===== src/sv/vfrc_pkg.sv =====
// ----------------------------------------------------------------------------
// vfrc_pkg: shared types and constants for the frame receiver
// Holds the parser phase codes, event codes, register indexes and the
// reflected CRC-8 byte update.
// ----------------------------------------------------------------------------
`default_nettype none

package vfrc_pkg;

   // Number of leading payload bytes kept for the status fields
   localparam int STATUS_FIELD_BYTES = 5;

   // Reflected CRC-8 polynomial
   localparam logic [7:0] CRC_POLY = 8'hB2;

   // Reset values of the configuration registers
   localparam logic [7:0] HEADER_RESET      = 8'h00;
   localparam logic [7:0] MAX_LEN_RESET     = 8'd64;
   localparam logic [7:0] STATUS_TYPE_RESET = 8'h00;

   // Parser phase
   typedef enum logic [2:0] {
      PH_HUNT    = 3'd0,
      PH_TYPE    = 3'd1,
      PH_LEN     = 3'd2,
      PH_PAYLOAD = 3'd3,
      PH_CHECK   = 3'd4
   } phase_type;

   // Frame event codes
   typedef enum logic [1:0] {
      EV_NONE     = 2'd0,
      EV_GOOD     = 2'd1,
      EV_BAD_CRC  = 2'd2,
      EV_LEN_DROP = 2'd3
   } event_type;

   // Configuration register indexes
   typedef enum logic [1:0] {
      CSR_HEADER      = 2'd0,
      CSR_MAX_LEN     = 2'd1,
      CSR_STATUS_TYPE = 2'd2
   } csr_index_type;

   // Fold one byte into a reflected CRC-8
   function automatic logic [7:0] crc8_add(input logic [7:0] crc, input logic [7:0] data);
      logic [7:0] c;
      c = crc ^ data;
      for (int k = 0; k < 8; k++) begin
         c = c[0] ? ((c >> 1) ^ CRC_POLY) : (c >> 1);
      end
      return c;
   endfunction

endpackage : vfrc_pkg

`default_nettype wire


===== src/sv/vtx_frame_receiver_crc8.sv =====
// ----------------------------------------------------------------------------
// vtx_frame_receiver_crc8: length-prefixed frame parser with CRC-8 check
// Hunts for a header byte, reads type, length, payload and check byte, and
// loads the device status registers from a good status response.
// ----------------------------------------------------------------------------
// The result item for an accepted byte is registered and valid in the cycle after it.
// Throughput: one byte per cycle; the CRC byte update and the phase step
// are a single combinational pass into the parser and result registers.
// Input stalls only while a result is held and the result side is not ready.
// Reset (synchronous): parser to header hunt, device channel and power to -1,
// configuration to defaults, output channel empty.
`default_nettype none

module vtx_frame_receiver_crc8
   import vfrc_pkg::*;
(
   input  wire logic        clock,
   input  wire logic        reset,
   // configuration write port
   input  wire logic        csr_we,
   input  wire logic [1:0]  csr_addr,
   input  wire logic [7:0]  csr_wdata,
   // received bytes
   input  wire logic        req_tvalid,
   output      logic        req_tready,
   input  wire logic [7:0]  req_tdata,   // [7:0] rx_byte
   // result items
   output      logic        rsp_tvalid,
   input  wire logic        rsp_tready,
   output      logic [63:0] rsp_tdata,   // [7:0] frame_kind, [15:8] frame_payload_len,
                                         // [16] status_updated, [25:17] device_channel,
                                         // [41:26] device_freq, [51:42] device_power,
                                         // [59:52] device_mode, [63:60] zero
   output      logic [1:0]  rsp_tuser    // [1:0] frame_event
);

   // Configuration registers
   logic [7:0] header_ff;
   logic [7:0] max_len_ff;
   logic [7:0] status_type_ff;

   // Parser state
   phase_type  phase_ff,  phase_in;
   logic [7:0] left_ff,   left_in;
   logic [7:0] pos_ff,    pos_in;
   logic [7:0] crc_ff,    crc_in;
   logic [7:0] kind_ff,   kind_in;
   logic [7:0] len_ff,    len_in;
   logic [7:0] stat_ff [STATUS_FIELD_BYTES];
   logic [7:0] stat_in [STATUS_FIELD_BYTES];

   // Device status registers
   logic [8:0]  chan_ff,  chan_in;
   logic [15:0] freq_ff,  freq_in;
   logic [9:0]  power_ff, power_in;
   logic [7:0]  mode_ff,  mode_in;

   // Result register
   logic        out_valid_ff;
   event_type   ev_ff,   ev_in;
   logic [7:0]  okind_ff, okind_in;
   logic [7:0]  olen_ff,  olen_in;
   logic        upd_ff,   upd_in;

   logic       accept;
   logic [7:0] b;
   logic [7:0] crc_step;
   logic [7:0] left_dec;

   assign b          = req_tdata;
   assign req_tready = !out_valid_ff || rsp_tready;
   assign accept     = req_tvalid && req_tready;
   assign crc_step   = crc8_add(crc_ff, b);
   assign left_dec   = (left_ff != 8'd0) ? (left_ff - 8'd1) : 8'd0;

   // Write configuration registers
   always_ff @(posedge clock) begin
      if (reset) begin
         header_ff      <= HEADER_RESET;
         max_len_ff     <= MAX_LEN_RESET;
         status_type_ff <= STATUS_TYPE_RESET;
      end else if (csr_we) begin
         unique case (csr_addr)
            CSR_HEADER:      header_ff      <= csr_wdata;
            CSR_MAX_LEN:     max_len_ff     <= csr_wdata;
            CSR_STATUS_TYPE: status_type_ff <= csr_wdata;
            default:         ;
         endcase
      end
   end

   // Advance the parser by one byte
   always_comb begin
      phase_in = phase_ff;
      left_in  = left_ff;
      pos_in   = pos_ff;
      crc_in   = crc_ff;
      kind_in  = kind_ff;
      len_in   = len_ff;
      for (int i = 0; i < STATUS_FIELD_BYTES; i++) begin
         stat_in[i] = stat_ff[i];
      end
      chan_in  = chan_ff;
      freq_in  = freq_ff;
      power_in = power_ff;
      mode_in  = mode_ff;
      ev_in    = EV_NONE;
      okind_in = 8'd0;
      olen_in  = 8'd0;
      upd_in   = 1'b0;

      unique case (phase_ff)
         PH_TYPE: begin
            kind_in  = b;
            crc_in   = crc_step;
            phase_in = PH_LEN;
         end
         PH_LEN: begin
            if (b > max_len_ff) begin
               ev_in    = EV_LEN_DROP;
               okind_in = kind_ff;
               olen_in  = b;
               phase_in = PH_HUNT;
            end else begin
               len_in   = b;
               left_in  = b;
               pos_in   = 8'd0;
               crc_in   = crc_step;
               phase_in = (b == 8'd0) ? PH_CHECK : PH_PAYLOAD;
            end
         end
         PH_PAYLOAD: begin
            // keep only the leading status bytes
            for (int i = 0; i < STATUS_FIELD_BYTES; i++) begin
               if (pos_ff == 8'(i)) stat_in[i] = b;
            end
            if (pos_ff != 8'hFF) pos_in = pos_ff + 8'd1;
            crc_in  = crc_step;
            left_in = left_dec;
            if (left_dec == 8'd0) phase_in = PH_CHECK;
         end
         PH_CHECK: begin
            okind_in = kind_ff;
            olen_in  = len_ff;
            if (b == crc_ff) begin
               ev_in = EV_GOOD;
               if (kind_ff == status_type_ff) begin
                  upd_in   = 1'b1;
                  chan_in  = {1'b0, stat_ff[0]};
                  freq_in  = {stat_ff[1], stat_ff[2]};
                  power_in = {2'b00, stat_ff[3]} + 10'd1;
                  mode_in  = stat_ff[4];
               end
            end else begin
               ev_in = EV_BAD_CRC;
            end
            phase_in = PH_HUNT;
         end
         default: begin
            // header hunt, and any unused phase code
            if (b == header_ff) begin
               for (int i = 0; i < STATUS_FIELD_BYTES; i++) begin
                  stat_in[i] = 8'd0;
               end
               crc_in   = crc8_add(8'd0, b);
               kind_in  = 8'd0;
               len_in   = 8'd0;
               left_in  = 8'd0;
               pos_in   = 8'd0;
               phase_in = PH_TYPE;
            end else begin
               phase_in = PH_HUNT;
            end
         end
      endcase
   end

   // Hold control state
   always_ff @(posedge clock) begin
      if (reset) begin
         phase_ff     <= PH_HUNT;
         left_ff      <= 8'd0;
         pos_ff       <= 8'd0;
         crc_ff       <= 8'd0;
         kind_ff      <= 8'd0;
         len_ff       <= 8'd0;
         chan_ff      <= '1;
         freq_ff      <= 16'd0;
         power_ff     <= '1;
         mode_ff      <= 8'd0;
         out_valid_ff <= 1'b0;
      end else begin
         if (accept) begin
            phase_ff <= phase_in;
            left_ff  <= left_in;
            pos_ff   <= pos_in;
            crc_ff   <= crc_in;
            kind_ff  <= kind_in;
            len_ff   <= len_in;
            chan_ff  <= chan_in;
            freq_ff  <= freq_in;
            power_ff <= power_in;
            mode_ff  <= mode_in;
         end
         if (accept) out_valid_ff <= 1'b1;
         else if (rsp_tready) out_valid_ff <= 1'b0;
      end
   end

   // Load payload status bytes and result registers
   always_ff @(posedge clock) begin
      if (accept) begin
         for (int i = 0; i < STATUS_FIELD_BYTES; i++) begin
            stat_ff[i] <= stat_in[i];
         end
         ev_ff    <= ev_in;
         okind_ff <= okind_in;
         olen_ff  <= olen_in;
         upd_ff   <= upd_in;
      end
   end

   // Drive the result channel
   assign rsp_tvalid = out_valid_ff;
   assign rsp_tuser  = ev_ff;
   assign rsp_tdata  = {4'b0000, mode_ff, power_ff, freq_ff, chan_ff,
                        upd_ff, olen_ff, okind_ff};

endmodule : vtx_frame_receiver_crc8

`default_nettype wire


===== config.mk =====
export PLATFORM = sky130hd
export DESIGN_NAME = vtx_frame_receiver_crc8
export DESIGN_NICKNAME = d
export VERILOG_FILES = /design/src/sv/vfrc_pkg.sv /design/src/sv/vtx_frame_receiver_crc8.sv
export SDC_FILE = /design/constraint.sdc
export NUM_CORES = 1
export LEC_CHECK = 0
export ABC_AREA = 1
export BUFFER_PORTS_ARGS = -buffer_cell sky130_fd_sc_hd__clkbuf_2
export CAP_MARGIN = 40
export CORE_AREA = 2 2 99 173
export DETAILED_ROUTE_END_ITERATION = 16
export DIE_AREA = 0 0 101 175
export MAX_ROUTING_LAYER = met4
export PLACE_DENSITY_LB_ADDON = 0.25
export REMOVE_ABC_BUFFERS = 1
export SLEW_MARGIN = 20
export SYNTH_ARGS = -nofsm -noshare
export SYNTH_HDL_FRONTEND = slang
export SYNTH_SLANG_ARGS = --single-unit

===== constraint.sdc =====
create_clock -name clock -period 1.99 [get_ports clock]
set_input_delay 0.0995 -clock clock [delete_from_list [all_inputs] [get_ports clock]]
set_output_delay 0.0995 -clock clock [all_outputs]
set_load 0.05 [all_outputs]

==> results.txt, run 1 <==
Main synth FF type: dfxtp_1
Worst rel slew slack: 63.0%
Post-synth EDFFs: 59
Via Count: 6946
Antenna viol nets, final: 0
Crit path to: left_ff[3]
Reg-to-reg critical path endpoint: left_ff[3]
DR DRC count: 0
Grt ovf: 0
Core footprint: 16300 um^2
Commonest non-fill, non-tap cell in the layout: nand2_1
Lkg Pwr: 4.22 nW
Area delta synth->final: 23.2%
Reg area: 3980 um^2
Cell count after placement: 1292
Hold Violations, Final: 0
Pin count of the biggest net entering global routing: 83
WP depth: 11
Reg2reg path depth: 11
Synth unique cells: 43
GRT Total Usage: 23.2%
Initial antenna violation count: 0
YS warnings: 0
Clock Sinks: 169
H-tree depth: 4
Reg clk slew, reported paths: 0.07 ns
Met2 wire len: 10900 um
Cell Pwr Density: 778 nW/um^2
Most frequent cells in the layout: 229 x nand2_1, 145 x nor2_1, 106 x dfxtp_1
Global-route wire length before repair: 30700 um
Port bufs: 86
Req. time, crit path: 2.32 ns
Non-Filler Instances: 1345
Place WS: -0.00713 ns
Metal1 wirelength: 7440 um
Post-synthesis sequential area ratio: 49.8%
Sequential share of power: 47.4%
Placed Area: 8860 um^2
Max-slew violations: 0
Fillers: 1456
Mapped Cells: 998
P_sw: 2.06 mW
Antenna cells: 0
Worst slew pin tran: 0.553 ns
Die area: 17700 um^2
Switching Share: 26.9%
Area of the multi-input gates: 3580 um^2
Hold WS: 0.0306 ns
Asr flop ratio synth: 0%
Clock buffer depth: 2
Slowest cell on the critical path: dfxtp_2
Nets@finish: 1178
Syn Area/Cell: 8.00 um^2
Critical path launch point: max_len_ff[7]
WP data arrival: 2.19 ns
Layout cell share with drive strength beyond 1: 21.0%
Wire per inst: 14.7 um
Routed vias/inst: 5.16
CTS tree: done
CTS Buf Count: 17
Site Rows: 62
Fin worst setup slack: 0.131 ns
Util after Layout: 60.4%
Comb pwr share: 9.4%
Crit path cell chain: inv_2 > ha_4 > nand2_2 > nor2_4 > nand4_1 > nand3_4 > nand3_4 > clkbuf_4 > buf_4 > o21ai_0 > a21oi_1
DRT iter0 DRCs: 399
Vias in the first global route: 6352
Crit-path leading delay family: simple AND/OR/NAND/NOR gates
Reg-to-reg critical path startpoint: max_len_ff[7]
#FFs+latches synth: 169
IO Pins: 91
Clock Latency Late Sink: 0.44 ns
Period utilisation layout: 93.4%
Class of the worst hold path: input pin to flip-flop
Maximum operating frequency: 538 MHz
Fin area: 9840 um^2
Die X: 101 um
Clk pwr share: 43.3%
Worst vdd ir: 574 uV
WP buf/inv: 3
Final min period: 1.86 ns
CP Capture Type: flip-flop
Routed WL: 19700 um
MaxCap Viol Count: 0
FF-to-FF setup slack: 0.13 ns
Max layer used: met4
Post-route clock skew: 0.00998 ns
First-pass detailed-route iteration total: 5
Status: finished clean
Initial Util: 49.0%
RSZ-0062 raised after global routing: true
Startpoint Class: flip-flop
Total Power: 7.65 mW
Dpl hpwl: 14600 um
Crit path max fanout: 4
Clock Root Buffer: clkbuf_16
Crit Path Category: flip-flop to flip-flop
Top cell by count, worst path: nand3_4
DR WL met3: 707 um
Setup violators final: 0
TNS Setup: 0 ns
GP Congestion: 0.954
Die Y: 175 um
Synth Cell Area: 7990 um^2
Int Power: 5.59 mW
CP peak stage delay: 0.32 ns
flip-flops by register name, summed over array words and instances, names as in the netlist, 8 cells and up:
name / count
chan_ff: 9
crc_ff: 8
freq_ff: 16
header_ff: 8
kind_ff: 8
left_ff: 8
len_ff: 8
max_len_ff: 8
mode_ff: 8
okind_ff: 8
olen_ff: 8
pos_ff: 8
power_ff: 9
stat_ff: 40
status_type_ff: 8
metal layers:
metal | GRT usage, % | vias up
met2 | 44.0 | 184
met5 | - | -
li1 | - | 3547
met3 | 4.12 | 53
met4 | 9.91 | 0
met1 | 22.3 | 3162
worst min path at each step:
stage	start	endpoint	slack, ns	cells after the start
final	req_tdata[6]	kind_ff[6]	0.03	3
after floorplan	reset	crc_ff[0]	0.16	1
after global placement	csr_wdata[5]	header_ff[5]	0.37	3
after detailed placement	csr_wdata[5]	header_ff[5]	0.37	3
after global routing	req_tdata[6]	kind_ff[6]	0.04	3
after CTS	req_tdata[6]	kind_ff[6]	0.007	3
power by group through the flow:
stage | clock [mW] | combinational, mW | sequential (mW)
after floorplan | 0 | 0.367 | 3.76
after global routing | 3.50 | 0.799 | 3.63
after detailed placement | 0 | 0.666 | 3.70
after CTS | 3.36 | 0.684 | 3.62
after global placement | 0 | 0.661 | 3.70
final | 3.31 | 0.716 | 3.62
area by class of cell:
class	instances	area share [%]
sequential	169	40.5
multi-input combinational	704	36.4
timing repair buffer	157	10.9
clock buffer	18	4.58
inverter	91	3.60
tap	192	2.44
clock inverter	14	1.55
synthesized netlist by cell type (2+ instances only):
cell | number | share of area (%)
a21o_1 | 2 | 0.19
a21oi_1 | 58 | 3.6
a21oi_2 | 3 | 0.33
buf_1 | 2 | 0.094
buf_2 | 9 | 0.56
buf_4 | 6 | 0.56
buf_6 | 8 | 1.1
clkbuf_1 | 14 | 0.66
clkinv_1 | 2 | 0.094
clkinv_2 | 2 | 0.13
dfxtp_1 | 110 | 28
edfxtp_1 | 59 | 22
ha_1 | 15 | 2.3
inv_1 | 75 | 3.5
inv_2 | 10 | 0.47
nand2_1 | 234 | 11
nand2_2 | 5 | 0.39
nand3_1 | 61 | 3.8
nand3b_1 | 2 | 0.19
nand4_1 | 8 | 0.63
nor2_1 | 148 | 7.0
nor2_2 | 3 | 0.24
nor2_4 | 2 | 0.28
nor2_8 | 2 | 0.50
nor3_1 | 8 | 0.50
o211ai_1 | 2 | 0.19
o21ai_0 | 76 | 4.8
o21ai_1 | 19 | 1.2
o21ai_2 | 2 | 0.22
o31ai_1 | 3 | 0.28
xnor2_1 | 21 | 2.3
xor2_1 | 16 | 1.8
what timing repair did:
item | in CTS | in global routing
resized for setup | 1 | 40
hold buffers | 10 | 0
endpoints found under the setup margin | 3 | 73
pin swaps | 0 | 10
hold endpoints to repair | 22 | 0
buffers inserted | 0 | 8
cloned | 0 | 3
worst reg2reg max path: stages (launching register included):
cell and delay [ns]:
dfxtp_2 0.32, inv_2 0.04, ha_4 0.26, nand2_2 0.06
nor2_4 0.11, nand4_1 0.16, nand3_4 0.13, nand3_4 0.09
clkbuf_4 0.20, buf_4 0.15, o21ai_0 0.16, a21oi_1 0.06
cell families after synthesis:
logic type      count (synthesis)  synth area share (%)
simple gates                  479                  25.3
fa+ha+maj                      15                  2.35
buf+inv                       130                  7.41
other cells                     1                0.0470
flops                         169                  49.8
compound gates                167                  11.1
xor+xnor                       37                  4.06
No activity file was read; power rests on OpenSTA's default activity.
==> inputs of run 2 (changes only) <==
Clock period 1.99 ns to 2.2 ns, I/O delays scaled along.
==> results.txt, run 2 (synthesized netlist as in run 1, its figures left out) <==
Hold WS: 0.0542 ns
H-tree depth: 4
Die Y: 175 um
Maximum operating frequency: 499 MHz
Area delta synth->final: 18.9%
CTS tree: done
Sequential share of power: 48.4%
Status: finished clean
Layout cell share with drive strength beyond 1: 18.1%
Clock buffer depth: 2
Lkg Pwr: 4.09 nW
Crit path cell chain: nand2_1 > nand2_2 > nand2_1 > nor2_2 > nand2_1 > nor2_2 > inv_2 > nor2_4 > nand2_2 > buf_4 > o21ai_0 > nor2_1
Top cell by count, worst path: nand2_1
Placed Area: 8770 um^2
Commonest non-fill, non-tap cell in the layout: nand2_1
Initial antenna violation count: 0
First-pass detailed-route iteration total: 5
Largest regs: stat_ff x40, freq_ff x16
Core footprint: 16300 um^2
Antenna viol nets, final: 0
Crit Path Category: flip-flop to flip-flop
Clock Root Buffer: clkbuf_16
GP Congestion: 0.884
Class of the worst hold path: input pin to flip-flop
Vias in the first global route: 6617
Final min period: 2.00 ns
Reg clk slew, reported paths: 0.07 ns
P_sw: 1.82 mW
Clk pwr share: 42.7%
Int Power: 4.96 mW
Die X: 101 um
FF-to-FF setup slack: 0.20 ns
Site Rows: 62
Slowest cell on the critical path: dfxtp_1
Req. time, crit path: 2.52 ns
CP Capture Type: flip-flop
Post-route clock skew: 0.0111 ns
Crit path max fanout: 11
Biggest register: stat_ff
CP peak stage delay: 0.41 ns
IO Pins: 91
Switching Share: 26.9%
Port bufs: 86
WP depth: 12
Fin area: 9500 um^2
Crit-path leading delay family: simple AND/OR/NAND/NOR gates
Initial Util: 49.0%
Routed vias/inst: 5.19
Cell Pwr Density: 713 nW/um^2
Wire per inst: 14.6 um
Worst vdd ir: 431 uV
Period utilisation layout: 91.1%
Util after Layout: 58.3%
Fillers: 1517
GRT Total Usage: 23.5%
CTS Buf Count: 17
Max reg flops: 40
WP buf/inv: 2
WP data arrival: 2.33 ns
Nets@finish: 1164
Max-slew violations: 0
Pin count of the biggest net entering global routing: 35
Dpl hpwl: 14700 um
MaxCap Viol Count: 0
DR DRC count: 0
Grt ovf: 0
Reg area: 3970 um^2
Global-route wire length before repair: 31500 um
Clock Latency Late Sink: 0.44 ns
Area of the multi-input gates: 3460 um^2
Startpoint Class: flip-flop
Antenna cells: 0
Most frequent cells in the layout: 233 x nand2_1, 148 x nor2_1, 110 x dfxtp_1
Worst slew pin tran: 0.732 ns
DRT iter0 DRCs: 501
Reg2reg path depth: 12
Clock Sinks: 169
Worst rel slew slack: 51.2%
Hold depth: 3
Die area: 17700 um^2
Hold Violations, Final: 0
Via Count: 6909
Routed WL: 19500 um
Comb pwr share: 8.9%
Total Power: 6.77 mW
Setup violators final: 0
-- run 2: cell count changes in the layout (fill, tap and decap cells not counted), sizes merged --
cell         change
inv              +2
clkinvlp         +1
buf             -11
clkinv           -2
clkbuf           -3
dlygate4sd3      -1
-- run 2: per-stage QoR --
| stage | cells | setup TNS, ns | worst slack, ns |
|---|---|---|---|
| floorplan | 962 | -46.76 | -0.600 |
| global placement | 1284 | 0 | 0.177 |
| detailed placement | 1284 | 0 | 0.143 |
| CTS | 1325 | 0 | 0.123 |
| global route | 1331 | -0.0105 | -0.0105 |
| finish | 1331 | 0 | 0.196 |
-- run 2: area by class of cell --
class | count | area share, %
Clock buffer | 17 | 4.48
Clock inverter | 15 | 1.59
Inverter | 91 | 3.70
Multi-Input combinational cell | 704 | 36.4
Sequential cell | 169 | 41.9
Tap cell | 192 | 2.53
Timing Repair Buffer | 143 | 9.41
-- run 2: final timing paths --
| check | startpoint | endpoint |
|---|---|---|
| worst max-delay path | crc_ff[0] | mode_ff[7] |
| worst min-delay path | req_tdata[5] | kind_ff[5] |
| worst max register to register | crc_ff[0] | mode_ff[7] |
| worst min register to register | stat_ff[0][5] | chan_ff[5] |
-- run 2: power groups by stage --
stage | Clock, mW | Combinational (mW) | Sequential [mW]
6_report | 2.89 | 0.606 | 3.28
3_5_place_dp | 0 | 0.587 | 3.35
5_1_grt | 3.10 | 0.673 | 3.28
2_1_floorplan | 0 | 0.332 | 3.40
4_1_cts | 2.96 | 0.601 | 3.28
3_3_place_gp | 0 | 0.584 | 3.35
-- run 2: tightest hold or removal path: cells and delay by family --
family	cells	cell delay (ns)
buf+inv	1	0.17
compound gates	1	0.06
simple gates	1	0.10
-- run 2: what timing repair did --
action	CTS	global route
buffers inserted	0	4
resized for setup	0	2
setup endpoints to repair	0	22
hold endpoints to repair	19	0
hold buffers	9	0
-- run 2: routing by layer --
metal / share of wire (%) / vias up / track usage [%]
li1: - / 3496 / -
met1: 37 / 3176 / 23.3
met2: 55 / 176 / 42.8
met3: 3.5 / 61 / 3.96
met4: 3.9 / 0 / 12.4
met5: 0 / - / -
